$ cat src/radix_integer_to_ascii_unit_assert.svh
// Assertion macros shared by the radix integer-to-ASCII unit.
`ifndef RADIX_INTEGER_TO_ASCII_UNIT_ASSERT_SVH
`define RADIX_INTEGER_TO_ASCII_UNIT_ASSERT_SVH

`ifndef SYNTHESIS
// Same-cycle implication, checked at every clock edge out of reset.
`define RITOA_ASSERT_IMP(label, clk, rst_n, ante, cons) \
  label: assert property (@(posedge clk) disable iff (!rst_n) (ante) |-> (cons)) \
    else $error("ritoa assertion failed");
// Next-cycle implication, checked at every clock edge out of reset.
`define RITOA_ASSERT_NXT(label, clk, rst_n, ante, cons) \
  label: assert property (@(posedge clk) disable iff (!rst_n) (ante) |=> (cons)) \
    else $error("ritoa assertion failed");
`else
`define RITOA_ASSERT_IMP(label, clk, rst_n, ante, cons)
`define RITOA_ASSERT_NXT(label, clk, rst_n, ante, cons)
`endif

`endif

$ cat src/ritoa_pkg.sv
// Shared types, constants and tables of the radix integer-to-ASCII unit.
`default_nettype none

package ritoa_pkg;

  localparam int FIELD_BITS = 32;
  localparam int RADIX_BITS = 5;
  localparam int CHAR_BITS  = 7;

  localparam logic [RADIX_BITS-1:0] RADIX_MIN   = 5'd2;
  localparam logic [RADIX_BITS-1:0] RADIX_MAX   = 5'd26;
  localparam logic [RADIX_BITS-1:0] RADIX_RESET = 5'd10;
  localparam logic [RADIX_BITS-1:0] DIGIT_DEC_MAX = 5'd9;
  localparam logic [CHAR_BITS-1:0]  CHAR_ZERO   = 7'h30;
  localparam logic [CHAR_BITS-1:0]  CHAR_UPPER_A = 7'h41;
  localparam logic [CHAR_BITS-1:0]  DEC_DIGITS  = 7'd10;

  // One queued conversion job: the raw value and the radix it was taken with.
  typedef struct packed {
    logic [FIELD_BITS-1:0] value;
    logic [RADIX_BITS-1:0] radix;
  } job_t;

  // floor(2^32 / r) for the legal radixes; zero for the others.
  function automatic logic [FIELD_BITS-1:0] recip32(input logic [RADIX_BITS-1:0] r);
    logic [FIELD_BITS-1:0] m;
    case (r)
      5'd2:    m = 32'd2147483648;
      5'd3:    m = 32'd1431655765;
      5'd4:    m = 32'd1073741824;
      5'd5:    m = 32'd858993459;
      5'd6:    m = 32'd715827882;
      5'd7:    m = 32'd613566756;
      5'd8:    m = 32'd536870912;
      5'd9:    m = 32'd477218588;
      5'd10:   m = 32'd429496729;
      5'd11:   m = 32'd390451572;
      5'd12:   m = 32'd357913941;
      5'd13:   m = 32'd330382099;
      5'd14:   m = 32'd306783378;
      5'd15:   m = 32'd286331153;
      5'd16:   m = 32'd268435456;
      5'd17:   m = 32'd252645135;
      5'd18:   m = 32'd238609294;
      5'd19:   m = 32'd226050910;
      5'd20:   m = 32'd214748364;
      5'd21:   m = 32'd204522252;
      5'd22:   m = 32'd195225786;
      5'd23:   m = 32'd186737708;
      5'd24:   m = 32'd178956970;
      5'd25:   m = 32'd171798691;
      5'd26:   m = 32'd165191049;
      default: m = '0;
    endcase
    return m;
  endfunction

  // Digit value to its ASCII character: 0..9 as decimal digits, then letters.
  function automatic logic [CHAR_BITS-1:0] digit_char(input logic [RADIX_BITS-1:0] d);
    logic [CHAR_BITS-1:0] c;
    if (d > DIGIT_DEC_MAX) begin
      c = CHAR_UPPER_A - DEC_DIGITS + {2'b00, d};
    end else begin
      c = CHAR_ZERO + {2'b00, d};
    end
    return c;
  endfunction

endpackage

`default_nettype wire

$ cat src/ritoa_ifs.sv
// Valid/ready channel interfaces for the input and result words.
`default_nettype none

interface ritoa_in_if;
  logic                              valid;
  logic                              ready;
  logic [ritoa_pkg::FIELD_BITS-1:0]  value;

  modport source (output valid, output value, input ready);
  modport sink   (input valid, input value, output ready);
endinterface

interface ritoa_out_if;
  logic                              valid;
  logic                              ready;
  logic [ritoa_pkg::CHAR_BITS-1:0]   ascii_char;
  logic                              last;

  modport source (output valid, output ascii_char, output last, input ready);
  modport sink   (input valid, input ascii_char, input last, output ready);
endinterface

`default_nettype wire

$ cat src/ritoa_front.sv
// Front end: holds the radix register, accepts input words and queues legal jobs.
`default_nettype none

module ritoa_front (
  input  wire logic                              clk,
  input  wire logic                              rst_n,
  input  wire logic                              cfg_we,
  input  wire logic [ritoa_pkg::RADIX_BITS-1:0]  cfg_wdata,
  ritoa_in_if.sink                               in_chan,
  output      logic                              push_valid,
  input  wire logic                              push_ready,
  output      ritoa_pkg::job_t                   push_data
);

  logic [ritoa_pkg::RADIX_BITS-1:0] radix_r;
  logic [ritoa_pkg::RADIX_BITS-1:0] radix_nxt;
  logic                             radix_ok;

  always_comb begin
    radix_nxt = cfg_we ? cfg_wdata : radix_r;
  end

  always_ff @(posedge clk) begin
    if (!rst_n) begin
      radix_r <= ritoa_pkg::RADIX_RESET;
    end else begin
      radix_r <= radix_nxt;
    end
  end

  // A word taken under an illegal radix is consumed and produces nothing.
  assign radix_ok = (radix_r >= ritoa_pkg::RADIX_MIN) && (radix_r <= ritoa_pkg::RADIX_MAX);

  assign in_chan.ready   = push_ready;
  assign push_valid      = in_chan.valid && radix_ok;
  assign push_data.value = in_chan.value;
  assign push_data.radix = radix_r;

endmodule

`default_nettype wire

$ cat src/ritoa_fifo.sv
// Two-entry job queue between the front end and the conversion engine.
`default_nettype none
`include "radix_integer_to_ascii_unit_assert.svh"

module ritoa_fifo (
  input  wire logic             clk,
  input  wire logic             rst_n,
  input  wire logic             push_valid,
  output      logic             push_ready,
  input  wire ritoa_pkg::job_t  push_data,
  output      logic             pop_valid,
  input  wire logic             pop_ready,
  output      ritoa_pkg::job_t  pop_data
);

  localparam logic [1:0] DEPTH = 2'd2;

  ritoa_pkg::job_t mem_r [2];
  ritoa_pkg::job_t mem_nxt [2];
  logic            wr_ptr_r, wr_ptr_nxt;
  logic            rd_ptr_r, rd_ptr_nxt;
  logic [1:0]      cnt_r, cnt_nxt;
  logic            do_push, do_pop;

  assign push_ready = (cnt_r != DEPTH);
  assign pop_valid  = (cnt_r != 2'd0);
  assign pop_data   = mem_r[rd_ptr_r];
  assign do_push    = push_valid && push_ready;
  assign do_pop     = pop_valid && pop_ready;

  always_comb begin
    mem_nxt    = mem_r;
    wr_ptr_nxt = wr_ptr_r;
    rd_ptr_nxt = rd_ptr_r;
    cnt_nxt    = cnt_r;
    if (do_push) begin
      mem_nxt[wr_ptr_r] = push_data;
      wr_ptr_nxt        = ~wr_ptr_r;
    end
    if (do_pop) begin
      rd_ptr_nxt = ~rd_ptr_r;
    end
    if (do_push && !do_pop) begin
      cnt_nxt = cnt_r + 2'd1;
    end else if (do_pop && !do_push) begin
      cnt_nxt = cnt_r - 2'd1;
    end
  end

  always_ff @(posedge clk) begin
    mem_r <= mem_nxt;
    if (!rst_n) begin
      wr_ptr_r <= 1'b0;
      rd_ptr_r <= 1'b0;
      cnt_r    <= 2'd0;
    end else begin
      wr_ptr_r <= wr_ptr_nxt;
      rd_ptr_r <= rd_ptr_nxt;
      cnt_r    <= cnt_nxt;
    end
  end

  // The fill level must not exceed the depth, and the pointers must stay apart by the fill level modulo two.
  `RITOA_ASSERT_IMP(a_fifo_ptr_gap, clk, rst_n, 1'b1, (cnt_r <= DEPTH) && ((wr_ptr_r ^ rd_ptr_r) == cnt_r[0]))

endmodule

`default_nettype wire

$ cat src/ritoa_back.sv
// Conversion engine: reciprocal division into a digit stack, then character output.
`default_nettype none
`include "radix_integer_to_ascii_unit_assert.svh"

module ritoa_back #(
  parameter int QUOT_BITS = 32
) (
  input  wire logic             clk,
  input  wire logic             rst_n,
  input  wire logic             pop_valid,
  output      logic             pop_ready,
  input  wire ritoa_pkg::job_t  pop_data,
  ritoa_out_if.source           out_chan
);

  localparam int CNT_BITS = $clog2(QUOT_BITS + 1);
  localparam int RB = ritoa_pkg::RADIX_BITS;

  typedef enum logic [1:0] {ST_IDLE, ST_MUL, ST_FIX, ST_EMIT} state_t;

  state_t                               state_r, state_nxt;
  logic [QUOT_BITS-1:0]                 quot_r, quot_nxt;
  logic [QUOT_BITS-1:0]                 recip_r, recip_nxt;
  logic [QUOT_BITS-1:0]                 qest_r, qest_nxt;
  logic [RB-1:0]                        radix_r, radix_nxt;
  logic [QUOT_BITS-1:0][RB-1:0]         stack_r, stack_nxt;
  logic [CNT_BITS-1:0]                  cnt_r, cnt_nxt;
  logic                                 out_valid_r, out_valid_nxt;
  logic [ritoa_pkg::CHAR_BITS-1:0]      out_char_r, out_char_nxt;
  logic                                 out_last_r, out_last_nxt;

  logic [ritoa_pkg::FIELD_BITS-1:0]     recip_full;
  logic [2*QUOT_BITS-1:0]               prod;
  logic [5:0]                           rem_raw;
  logic                                 rem_ge;
  logic [5:0]                           rem_fix;
  logic [RB-1:0]                        digit;
  logic [QUOT_BITS-1:0]                 quot_div;
  logic                                 out_load;

  assign recip_full = ritoa_pkg::recip32(pop_data.radix);
  assign prod       = {{QUOT_BITS{1'b0}}, quot_r} * {{QUOT_BITS{1'b0}}, recip_r};

  // The estimate is the true quotient or one below, so the remainder is
  // below twice the radix; one conditional subtract finishes the division.
  assign rem_raw  = quot_r[5:0] - 6'(qest_r[5:0] * {1'b0, radix_r});
  assign rem_ge   = (rem_raw >= {1'b0, radix_r});
  assign rem_fix  = rem_ge ? (rem_raw - {1'b0, radix_r}) : rem_raw;
  assign digit    = rem_fix[RB-1:0];
  assign quot_div = qest_r + {{(QUOT_BITS-1){1'b0}}, rem_ge};

  assign out_load  = (state_r == ST_EMIT) && (!out_valid_r || out_chan.ready);
  assign pop_ready = (state_r == ST_IDLE);

  always_comb begin
    state_nxt     = state_r;
    quot_nxt      = quot_r;
    recip_nxt     = recip_r;
    qest_nxt      = qest_r;
    radix_nxt     = radix_r;
    stack_nxt     = stack_r;
    cnt_nxt       = cnt_r;
    out_valid_nxt = out_valid_r && !out_chan.ready;
    out_char_nxt  = out_char_r;
    out_last_nxt  = out_last_r;
    case (state_r)
      ST_IDLE: begin
        if (pop_valid) begin
          quot_nxt  = pop_data.value[QUOT_BITS-1:0];
          radix_nxt = pop_data.radix;
          recip_nxt = recip_full[ritoa_pkg::FIELD_BITS-1 -: QUOT_BITS];
          cnt_nxt   = '0;
          state_nxt = ST_MUL;
        end
      end
      ST_MUL: begin
        qest_nxt  = prod[2*QUOT_BITS-1:QUOT_BITS];
        state_nxt = ST_FIX;
      end
      ST_FIX: begin
        // A zero value runs this once and stacks the single digit zero.
        stack_nxt = {stack_r[QUOT_BITS-2:0], digit};
        quot_nxt  = quot_div;
        cnt_nxt   = cnt_r + CNT_BITS'(1);
        state_nxt = (quot_div == '0) ? ST_EMIT : ST_MUL;
      end
      ST_EMIT: begin
        if (out_load) begin
          out_valid_nxt = 1'b1;
          out_char_nxt  = ritoa_pkg::digit_char(stack_r[0]);
          out_last_nxt  = (cnt_r == CNT_BITS'(1));
          stack_nxt     = {{RB{1'b0}}, stack_r[QUOT_BITS-1:1]};
          cnt_nxt       = cnt_r - CNT_BITS'(1);
          if (cnt_r == CNT_BITS'(1)) begin
            state_nxt = ST_IDLE;
          end
        end
      end
      default: begin
        state_nxt = ST_IDLE;
      end
    endcase
  end

  always_ff @(posedge clk) begin
    quot_r     <= quot_nxt;
    recip_r    <= recip_nxt;
    qest_r     <= qest_nxt;
    radix_r    <= radix_nxt;
    stack_r    <= stack_nxt;
    out_char_r <= out_char_nxt;
    out_last_r <= out_last_nxt;
    if (!rst_n) begin
      state_r     <= ST_IDLE;
      cnt_r       <= '0;
      out_valid_r <= 1'b0;
    end else begin
      state_r     <= state_nxt;
      cnt_r       <= cnt_nxt;
      out_valid_r <= out_valid_nxt;
    end
  end

  assign out_chan.valid      = out_valid_r;
  assign out_chan.ascii_char = out_char_r;
  assign out_chan.last       = out_last_r;

  `RITOA_ASSERT_IMP(a_rem_below_twice_radix, clk, rst_n, state_r == ST_FIX, rem_raw < ({1'b0, radix_r} << 1))
  `RITOA_ASSERT_NXT(a_last_ends_job, clk, rst_n, out_load && (cnt_r == CNT_BITS'(1)), (state_r == ST_IDLE) && out_chan.last)
  `RITOA_ASSERT_IMP(a_digit_count_bound, clk, rst_n, 1'b1, cnt_r <= CNT_BITS'(QUOT_BITS))

endmodule

`default_nettype wire

$ cat src/radix_integer_to_ascii_unit.sv
// Top level of the radix integer-to-ASCII unit: front end, job queue and engine.
`default_nettype none

//  Channel   Direction  Handshake              Contents
//  in_chan   sink       valid/ready            value, unsigned integer word
//  out_chan  source     valid/ready            ascii_char per digit, last ends a word
//  cfg       write      cfg_we, no wait        cfg_wdata, radix register
//
// A job leaves the queue, then each digit takes one pass of the divide loop
// (reciprocal multiply, then remainder correction), and each digit is then
// emitted as one character; the digit count is at most VALUE_BITS
// (capped at 32), and a zero value gives one digit.
// Reset is synchronous and active low; the radix comes up as 10.
// The two-entry queue lets the input side take words while the engine is
// busy or the result side is stalled; a stall on out_chan holds the engine.

module radix_integer_to_ascii_unit #(
  parameter int VALUE_BITS = 32
) (
  input  wire logic                              clk,
  input  wire logic                              rst_n,
  input  wire logic                              cfg_we,
  input  wire logic [ritoa_pkg::RADIX_BITS-1:0]  cfg_wdata,
  ritoa_in_if.sink                               in_chan,
  ritoa_out_if.source                            out_chan
);

  // Only the low VALUE_BITS of the word take part; the field itself is 32 bits,
  // so the divider never needs to be wider than that.
  localparam int QUOT_BITS = (VALUE_BITS < ritoa_pkg::FIELD_BITS) ?
                             VALUE_BITS : ritoa_pkg::FIELD_BITS;

  logic             push_valid;
  logic             push_ready;
  ritoa_pkg::job_t  push_data;
  logic             pop_valid;
  logic             pop_ready;
  ritoa_pkg::job_t  pop_data;

  // The front end checks the radix; words under an illegal radix are
  // accepted and dropped here, so they never reach the queue.
  ritoa_front u_front (
    .clk        (clk),
    .rst_n      (rst_n),
    .cfg_we     (cfg_we),
    .cfg_wdata  (cfg_wdata),
    .in_chan    (in_chan),
    .push_valid (push_valid),
    .push_ready (push_ready),
    .push_data  (push_data)
  );

  ritoa_fifo u_fifo (
    .clk        (clk),
    .rst_n      (rst_n),
    .push_valid (push_valid),
    .push_ready (push_ready),
    .push_data  (push_data),
    .pop_valid  (pop_valid),
    .pop_ready  (pop_ready),
    .pop_data   (pop_data)
  );

  // The engine collects digits least significant first on a stack and
  // pops them back out most significant first, flagging the final one.
  ritoa_back #(
    .QUOT_BITS (QUOT_BITS)
  ) u_back (
    .clk       (clk),
    .rst_n     (rst_n),
    .pop_valid (pop_valid),
    .pop_ready (pop_ready),
    .pop_data  (pop_data),
    .out_chan  (out_chan)
  );

endmodule

`default_nettype wire
$ cat src/flat_wrapper.sv
// flat-port wrapper written by rule: the top's interface ports become plain ports
module radix_integer_to_ascii_unit_flat 
#(
  parameter int VALUE_BITS = 32
)
  (clk, rst_n, cfg_we, cfg_wdata, in_chan_valid, in_chan_value, in_chan_ready, out_chan_valid, out_chan_ascii_char, out_chan_last, out_chan_ready);
  ritoa_in_if in_chan_i ();
  ritoa_out_if out_chan_i ();
  input  wire logic clk;
  input  wire logic rst_n;
  input  wire logic cfg_we;
  input  wire logic [ritoa_pkg::RADIX_BITS-1:0] cfg_wdata;
  input wire logic [$bits(in_chan_i.valid)-1:0] in_chan_valid;
  input wire logic [$bits(in_chan_i.value)-1:0] in_chan_value;
  output wire logic [$bits(in_chan_i.ready)-1:0] in_chan_ready;
  output wire logic [$bits(out_chan_i.valid)-1:0] out_chan_valid;
  output wire logic [$bits(out_chan_i.ascii_char)-1:0] out_chan_ascii_char;
  output wire logic [$bits(out_chan_i.last)-1:0] out_chan_last;
  input wire logic [$bits(out_chan_i.ready)-1:0] out_chan_ready;
  assign in_chan_i.valid = in_chan_valid;
  assign in_chan_i.value = in_chan_value;
  assign in_chan_ready = in_chan_i.ready;
  assign out_chan_valid = out_chan_i.valid;
  assign out_chan_ascii_char = out_chan_i.ascii_char;
  assign out_chan_last = out_chan_i.last;
  assign out_chan_i.ready = out_chan_ready;
  radix_integer_to_ascii_unit #(.VALUE_BITS(VALUE_BITS)) u_core (.clk(clk), .rst_n(rst_n), .cfg_we(cfg_we), .cfg_wdata(cfg_wdata), .in_chan(in_chan_i), .out_chan(out_chan_i));
endmodule
$ cat config.mk
export PLATFORM = sky130hd
export DESIGN_NAME = radix_integer_to_ascii_unit_flat
export DESIGN_NICKNAME = d
export VERILOG_FILES = /design/src/ritoa_pkg.sv /design/src/ritoa_ifs.sv /design/src/ritoa_front.sv /design/src/ritoa_fifo.sv /design/src/ritoa_back.sv /design/src/radix_integer_to_ascii_unit.sv /design/src/flat_wrapper.sv
export VERILOG_INCLUDE_DIRS = /design/src /design/src/src
export SDC_FILE = /design/constraint.sdc
export NUM_CORES = 2
export LEC_CHECK = 0
export ABC_AREA = 1
export BUFFER_PORTS_ARGS = -buffer_cell sky130_fd_sc_hd__buf_2
export CAP_MARGIN = 15
export CORE_MARGIN = 10
export CORE_UTILIZATION = 50
export CTS_CLUSTER_SIZE = 30
export DETAILED_ROUTE_END_ITERATION = 8
export PLACE_DENSITY = 0.72
export SETUP_SLACK_MARGIN = 0.5
export SLEW_MARGIN = 20
export SYNTH_ARGS = -nofsm -noshare
export SYNTH_HDL_FRONTEND = slang
export SYNTH_SLANG_ARGS = --single-unit
$ cat constraint.sdc
create_clock -name clk -period 11.4 [get_ports clk]
set_input_delay 3.42 -clock clk [delete_from_list [all_inputs] [get_ports clk]]
set_output_delay 3.42 -clock clk [all_outputs]
set_load 0.01 [all_outputs]
# [Word level (Yosys, flattened, before mapping)]
# Memory sizes are Yosys's and may differ from the RTL's. A register that Yosys moved wholly into a read port is not among the register bits.
# Index checks and enable logic that the tools add are counted.
[word_totals] reg_bits=329 latch_bits=0 ramBits=0 mem_bits_ro=1024 inputBits=42 out_inout_bits=10 elab_cells=130 memories=1
[op_classes] addsub=9 mul=2 n_div=0 n_lt_le_gt_ge=7 eq_ne=8 n_shift=0 n_mux=24 n_bitwise=4 reduce_logical=27
[memory_table] memory="(no name shown)" depth=32 word_bits=32 rd=1 rd_clocked_by_memory_dff=1 write_ports=0 line="ritoa_pkg.sv:27" source="case (r)"
[op_table] cell="$pmux 160 s2" count=1
[op_table] cell="$mux 160" count=1
[op_table] cell="$mux 37" count=4
[op_table] cell="$bwmux 74" count=1
[op_table] cell="$mul 32x32->64" count=1
[op_table] cell="$pmux 32 s2" count=1
[op_table] cell="$demux 37 s1" count=1
[op_table] cell="$add 32x1->32" count=1
[op_table] cell="$logic_not 32->1" count=1
[op_table] cell="$mux 32" count=1
[op_table] cell="$pmux 6 s3" count=1
[op_table] cell="$add 6x5->7 const A" count=2
[op_table] cell="$mux 2" count=6
[op_table] cell="$mux 6" count=2
[op_table] cell="$logic_and 1x1->1" count=9
[op_table] cell="$pmux 2 s4" count=1
[op_table] cell="$reduce_and 2->1" count=4
[op_table] cell="$reduce_bool 2->1" count=4
[op_table] cell="$mux 7" count=1
[op_table] cell="$add 6x1->6 const B" count=1
[op_table] cell="$eq 6x1->1 const B" count=1
[op_table] cell="$ge 6x5->1" count=1
[op_table] cell="$mul 6x5->6" count=1
[op_table] cell="$ne 2x2->1 const B" count=3
[op_table] cell="other kinds (22)" count=31

# [Longest topological paths before layout]
[logic_depth] ltp_word=8 depth_mapped=33 mapped_depth_nobuf=31

# [Hierarchy]
# A second synthesis with hierarchy kept.
[unflattened] cells_unflattened=6396 hier_area_um2=52074.9
[by_module_without_submodules] module="ritoa_back" instances=1 cells_each=6104 area_per_inst_um2=48689.2 seq_area_each_um2=8257.9
[by_module_without_submodules] module="ritoa_fifo" instances=1 cells_each=227 area_per_inst_um2=2922.8 seq_area_each_um2=2302.2
[by_module_without_submodules] module="ritoa_front" instances=1 cells_each=65 area_per_inst_um2=462.9 seq_area_each_um2=100.1

# [Least setup slack after synthesis]
# No wires, ideal clock.
[synth_timing] path_type="input port to flip-flop" from="input out_chan_ready" to="register u_core.u_back.stack_r[0] (netlist bit), enable pin" setup_ns=0.684 t_arrival_ns=10.601 required_time_ns=10.716 path_slack_ns=0.115 path_stages=6 n_path_buf=0 path_cell_list="inv_1 nand3_1 nand2_1 nor2_2 inv_1 nor2_1"
[synth_via] elab_chain_len=4
[synth_rtl] element="from (decl)" line="flat_wrapper.sv:19" source="input wire logic [$bits(out_chan_i.ready)-1:0] out_chan_ready;"
[synth_rtl] element="$logic_or 1x1->1" line="ritoa_back.sv:52" source="assign out_load = (state_r == ST_EMIT) && (!out_valid_r || out_chan.ready);"
[synth_rtl] element="$logic_and 1x1->1" line="ritoa_back.sv:52"
[synth_rtl] element="$ne 2x2->1 (no source line)"
[synth_rtl] element="$reduce_and 2->1 (no source line)"
[synth_rtl] element="to (signal assigned)" line="ritoa_back.sv:110" source="stack_r <= stack_nxt;"
[synth_rtl] element="to (decl)" line="ritoa_back.sv:26" source="logic [QUOT_BITS-1:0][RB-1:0] stack_r, stack_nxt;"
# No other way between the ends.
# A chain may end at the register's enable or synchronous reset.

# [Worst setup path after layout]
[layout_timing] from="register u_core.u_back.recip_r[24]" to="register u_core.u_back.qest_r[12] (data pin)"
[layout_via] elab_chain_len=1
[layout_rtl] element="from (decl)" line="ritoa_back.sv:23" source="logic [QUOT_BITS-1:0] recip_r, recip_nxt;"
[layout_rtl] element="$mul 32x32->64" line="ritoa_back.sv:42" source="assign prod = {{QUOT_BITS{1'b0}}, quot_r} * {{QUOT_BITS{1'b0}}, recip_r};"
[layout_rtl] element="named net u_core.u_back.prod[44]" line="ritoa_back.sv:33" source="logic [2*QUOT_BITS-1:0] prod;"
[layout_rtl] element="to (signal assigned)" line="ritoa_back.sv:108" source="qest_r <= qest_nxt;"
[layout_rtl] element="to (decl)" line="ritoa_back.sv:24" source="logic [QUOT_BITS-1:0] qest_r, qest_nxt;"
# The timed path passes the listed nets, and every way through them passes these cells.

==> run_results.csv <==
group,metric,value,unit
cts,cts_inserted_buffers,39,
routing,drtPass1Iterations,8,
synth,synthCells,6257,
setup_path,critPathArrivalTime,8430,ps
floorplanning,core,102000,um^2
synth,synth-edff-count,343,
routing,via_per_inst,5.19,
timing,fin_crit_sh,71.4,%
timing,fmax,123,MHz
timing,tightest_slew,1040,ps
timing,post-route-min-period,8140,ps
timing,tns,0,ps
global_route,antenna_found_initial,4,
run,drv_cap,0,
routing,drtIter0Drc,3060,
synth,post_synth_num_cell_types,58,
floorplanning,die_area,116000,um^2
cts,clkSlewWorstSetupHoldPaths,60,ps
floorplanning,initial_core_util,50.5,%
synth,synth.avg_cell_area,8.24,um^2
placed_design,dp.final_hpwl,106,mm
cts,cts-resized-gates,0,
timing,skew,22.8,ps
cts,htree_num_levels,2,
global_route,grt_pass1_wl,223,mm
routing,wl_per_cell,18.2,um
timing,maxSlewViolCount,0,
cts,post-cts-setup-buffers,0,
synth,synth.area.top_cells,"fa_1 35%, edfxtp_1 20%, inv_1 13%",
placed_design,place.gp.congestion,1.02,
timing,max-slew-margin-rel,30.4,%
setup_path,r2r_cells,23,
hold_path,min_path_cells,0,
routing,ant_nets,0,
floorplanning,die_h,341,um
cts,cts.sinks,361,
synth,synth_nets,7492,
placed_design,dp.cells,7497,
synth,synth-seq-cells,361,
synth,yosys.area.top_type,"fa_1",
floorplanning,fp.dieW,341,um
global_route,overflow,0,
finish,fin_nets,7406,
timing,hold_violations,0,
global_route,grt_pass1_vias,41300,
global_route,grt_usage,24.0,%
finish,area_delta_synth_final,5.51,%
synth,yosysWarnings,0,
cts,clk_root_buffer_cell,"clkbuf_16",
synth,synth.top_cell.area_share,35.1,%
routing,routed_wl,138,mm
floorplanning,io_pins,52,
setup_path,cp_max_fo,18,
synth,ys_top_cells_by_count,"1797 x inv_1, 1683 x nand2_1, 903 x fa_1",
routing,drcViolationCount,0,
synth,synth.most_common_cell,"inv_1",
placed_design,portBuffers,51,
finish,fin_cells,7566,
cts,hold_buffers,0,
setup_path,critPathKind,"reg2reg",
synth,synth_seq_area_share,20.7,%
global_route,grt_max_degree,116,
routing,dr_total_vias,39300,
cts,clockBufferDepth,3,
synth,ys.flop_type,"edfxtp_1",
setup_path,end_kind,"flop",
timing,rsz0062_at_grt,"no",
setup_path,cp.required,11680,ps
finish,layout-drive-gt1-share,3.74,%
floorplanning,rows,117,
synth,synth_area,51500,um^2
setup_path,startpoint_type,"flop",
run_status,outcome,"completed",
hold_path,min_path_type,"reg2reg",
synth,ys_async_sr_fraction,0,%
timing,finalSetupViolCount,0,
cts,clock_latency,560,ps
cts,cts_tree,"built",
finish,antennaDiodeCount,0,
==> path summary, 6_finish.rpt <==
kind | startpoint | end | slack, ps
max | u_core.u_back.recip_r[24] | u_core.u_back.qest_r[12] | 3260
min reg2reg | u_core.u_front.radix_r[2] | u_core.u_fifo.mem_r[39] | 490
min | u_core.u_front.radix_r[2] | u_core.u_fifo.mem_r[39] | 490
max reg2reg | u_core.u_back.recip_r[24] | u_core.u_back.qest_r[12] | 3260
==> metal layers <==
metal	vias up	part of all wire, %	GRT usage, %
li1	18000	-	-
met1	19500	43	32.5
met2	1474	47	39.6
met3	290	7.2	3.50
met4	0	3.5	7.92
met5	-	0	0
==> layout by cell type, fill, tap and decap left out, types with 3 or more instances in the layout <==
cell / n
ha_1: 290
o211ai_1: 10
clkbuf_8: 4
clkinv_1: 4
o21a_1: 7
inv_2: 8
a21boi_0: 6
a211oi_1: 4
nand4_1: 14
nand2_2: 7
nor4_1: 7
inv_1: 1795
fa_1: 903
o21ai_1: 10
clkbuf_16: 39
dfxtp_1: 18
xnor2_1: 19
nor2_4: 7
or2_1: 4
xor2_1: 30
nand2_1: 1682
nand2_4: 4
clkinv_2: 5
o21ai_2: 4
mux2i_1: 10
buf_4: 73
nand3b_1: 9
o21ai_0: 242
clkbuf_1: 7
nor2_1: 258
inv_6: 3
o21bai_1: 6
nor3_1: 21
nand3_1: 84
buf_2: 51
a21o_1: 3
edfxtp_1: 343
a21oi_1: 120
a31oi_1: 36
nor2_2: 10
==> final cells by class <==
cell class | instances | area, um^2
Timing Repair Buffer | 126 | 835
Fill cell | 9420 | 47700
Sequential cell | 361 | 10700
Tap cell | 1368 | 1710
Multi-Input combinational cell | 3838 | 33200
Clock inverter | 18 | 178
Inverter | 1805 | 6780
Clock buffer | 50 | 1060
==> worst max-delay path, cell delays in order, from the launching register on <==
cell and delay, ps:
edfxtp_1 930, buf_4 430, nand2_1 120, fa_1 530
inv_1 60, fa_1 490, fa_1 580, fa_1 450
fa_1 530, fa_1 430, fa_1 540, inv_1 60
fa_1 480, inv_1 60, ha_1 380, nand2_1 120
nor2_1 150, inv_1 80, nor2_1 240, inv_1 130
nor2_1 430, o21ai_0 300, nand4_1 160, nand2_1 130
==> flip-flops by register name (all words and copies together) (netlist names) <==
name / cells
u_core.u_back.state_r: 2
u_core.u_fifo.rd_ptr_r: 1
u_core.u_back.stack_r: 160
u_core.u_fifo.mem_r: 74
u_core.u_fifo.cnt_r: 2
u_core.u_back.out_chan.ascii_char: 7
u_core.u_back.out_chan.valid: 1
u_core.u_front.radix_r: 5
u_core.u_back.cnt_r: 6
u_core.u_back.out_chan.last: 1
u_core.u_fifo.wr_ptr_r: 1
u_core.u_back.qest_r: 32
u_core.u_back.recip_r: 32
u_core.u_back.radix_r: 5
u_core.u_back.quot_r: 32
==> kinds of logic (layout without fill, tap and decap cells) <==
kind of cell / count (synthesis) / after routing / share of synthesized area, %
AND/OR/NAND/NOR: 2117 / 2117 / 16.1
flip-flops: 361 / 361 / 20.7
XOR/XNOR: 50 / 50 / 0.864
adder cells (fa/ha/maj): 1193 / 1193 / 42.1
multiplexers: 10 / 10 / 0.194
buffers and inverters: 2058 / 1999 / 15.1
AO/OA/AOI/OAI: 468 / 468 / 4.97
==> metrics by stage <==
stage / setup WS, ps / utilization (%) / hold WS [ps] / instance area [um^2]
global route: 3130 / 53.3 / 495 / 54400
CTS: 3360 / 53.3 / 482 / 54400
finish: 3260 / 53.3 / 487 / 54400
floorplan: 2840 / - / 442 / 51500
global placement: 3380 / 52.1 / 462 / 53100
detailed placement: 3400 / 52.1 / 468 / 53100
Power is not shown: default switching activity piles up to over one toggle a cycle in this logic, so the estimate is an artifact.
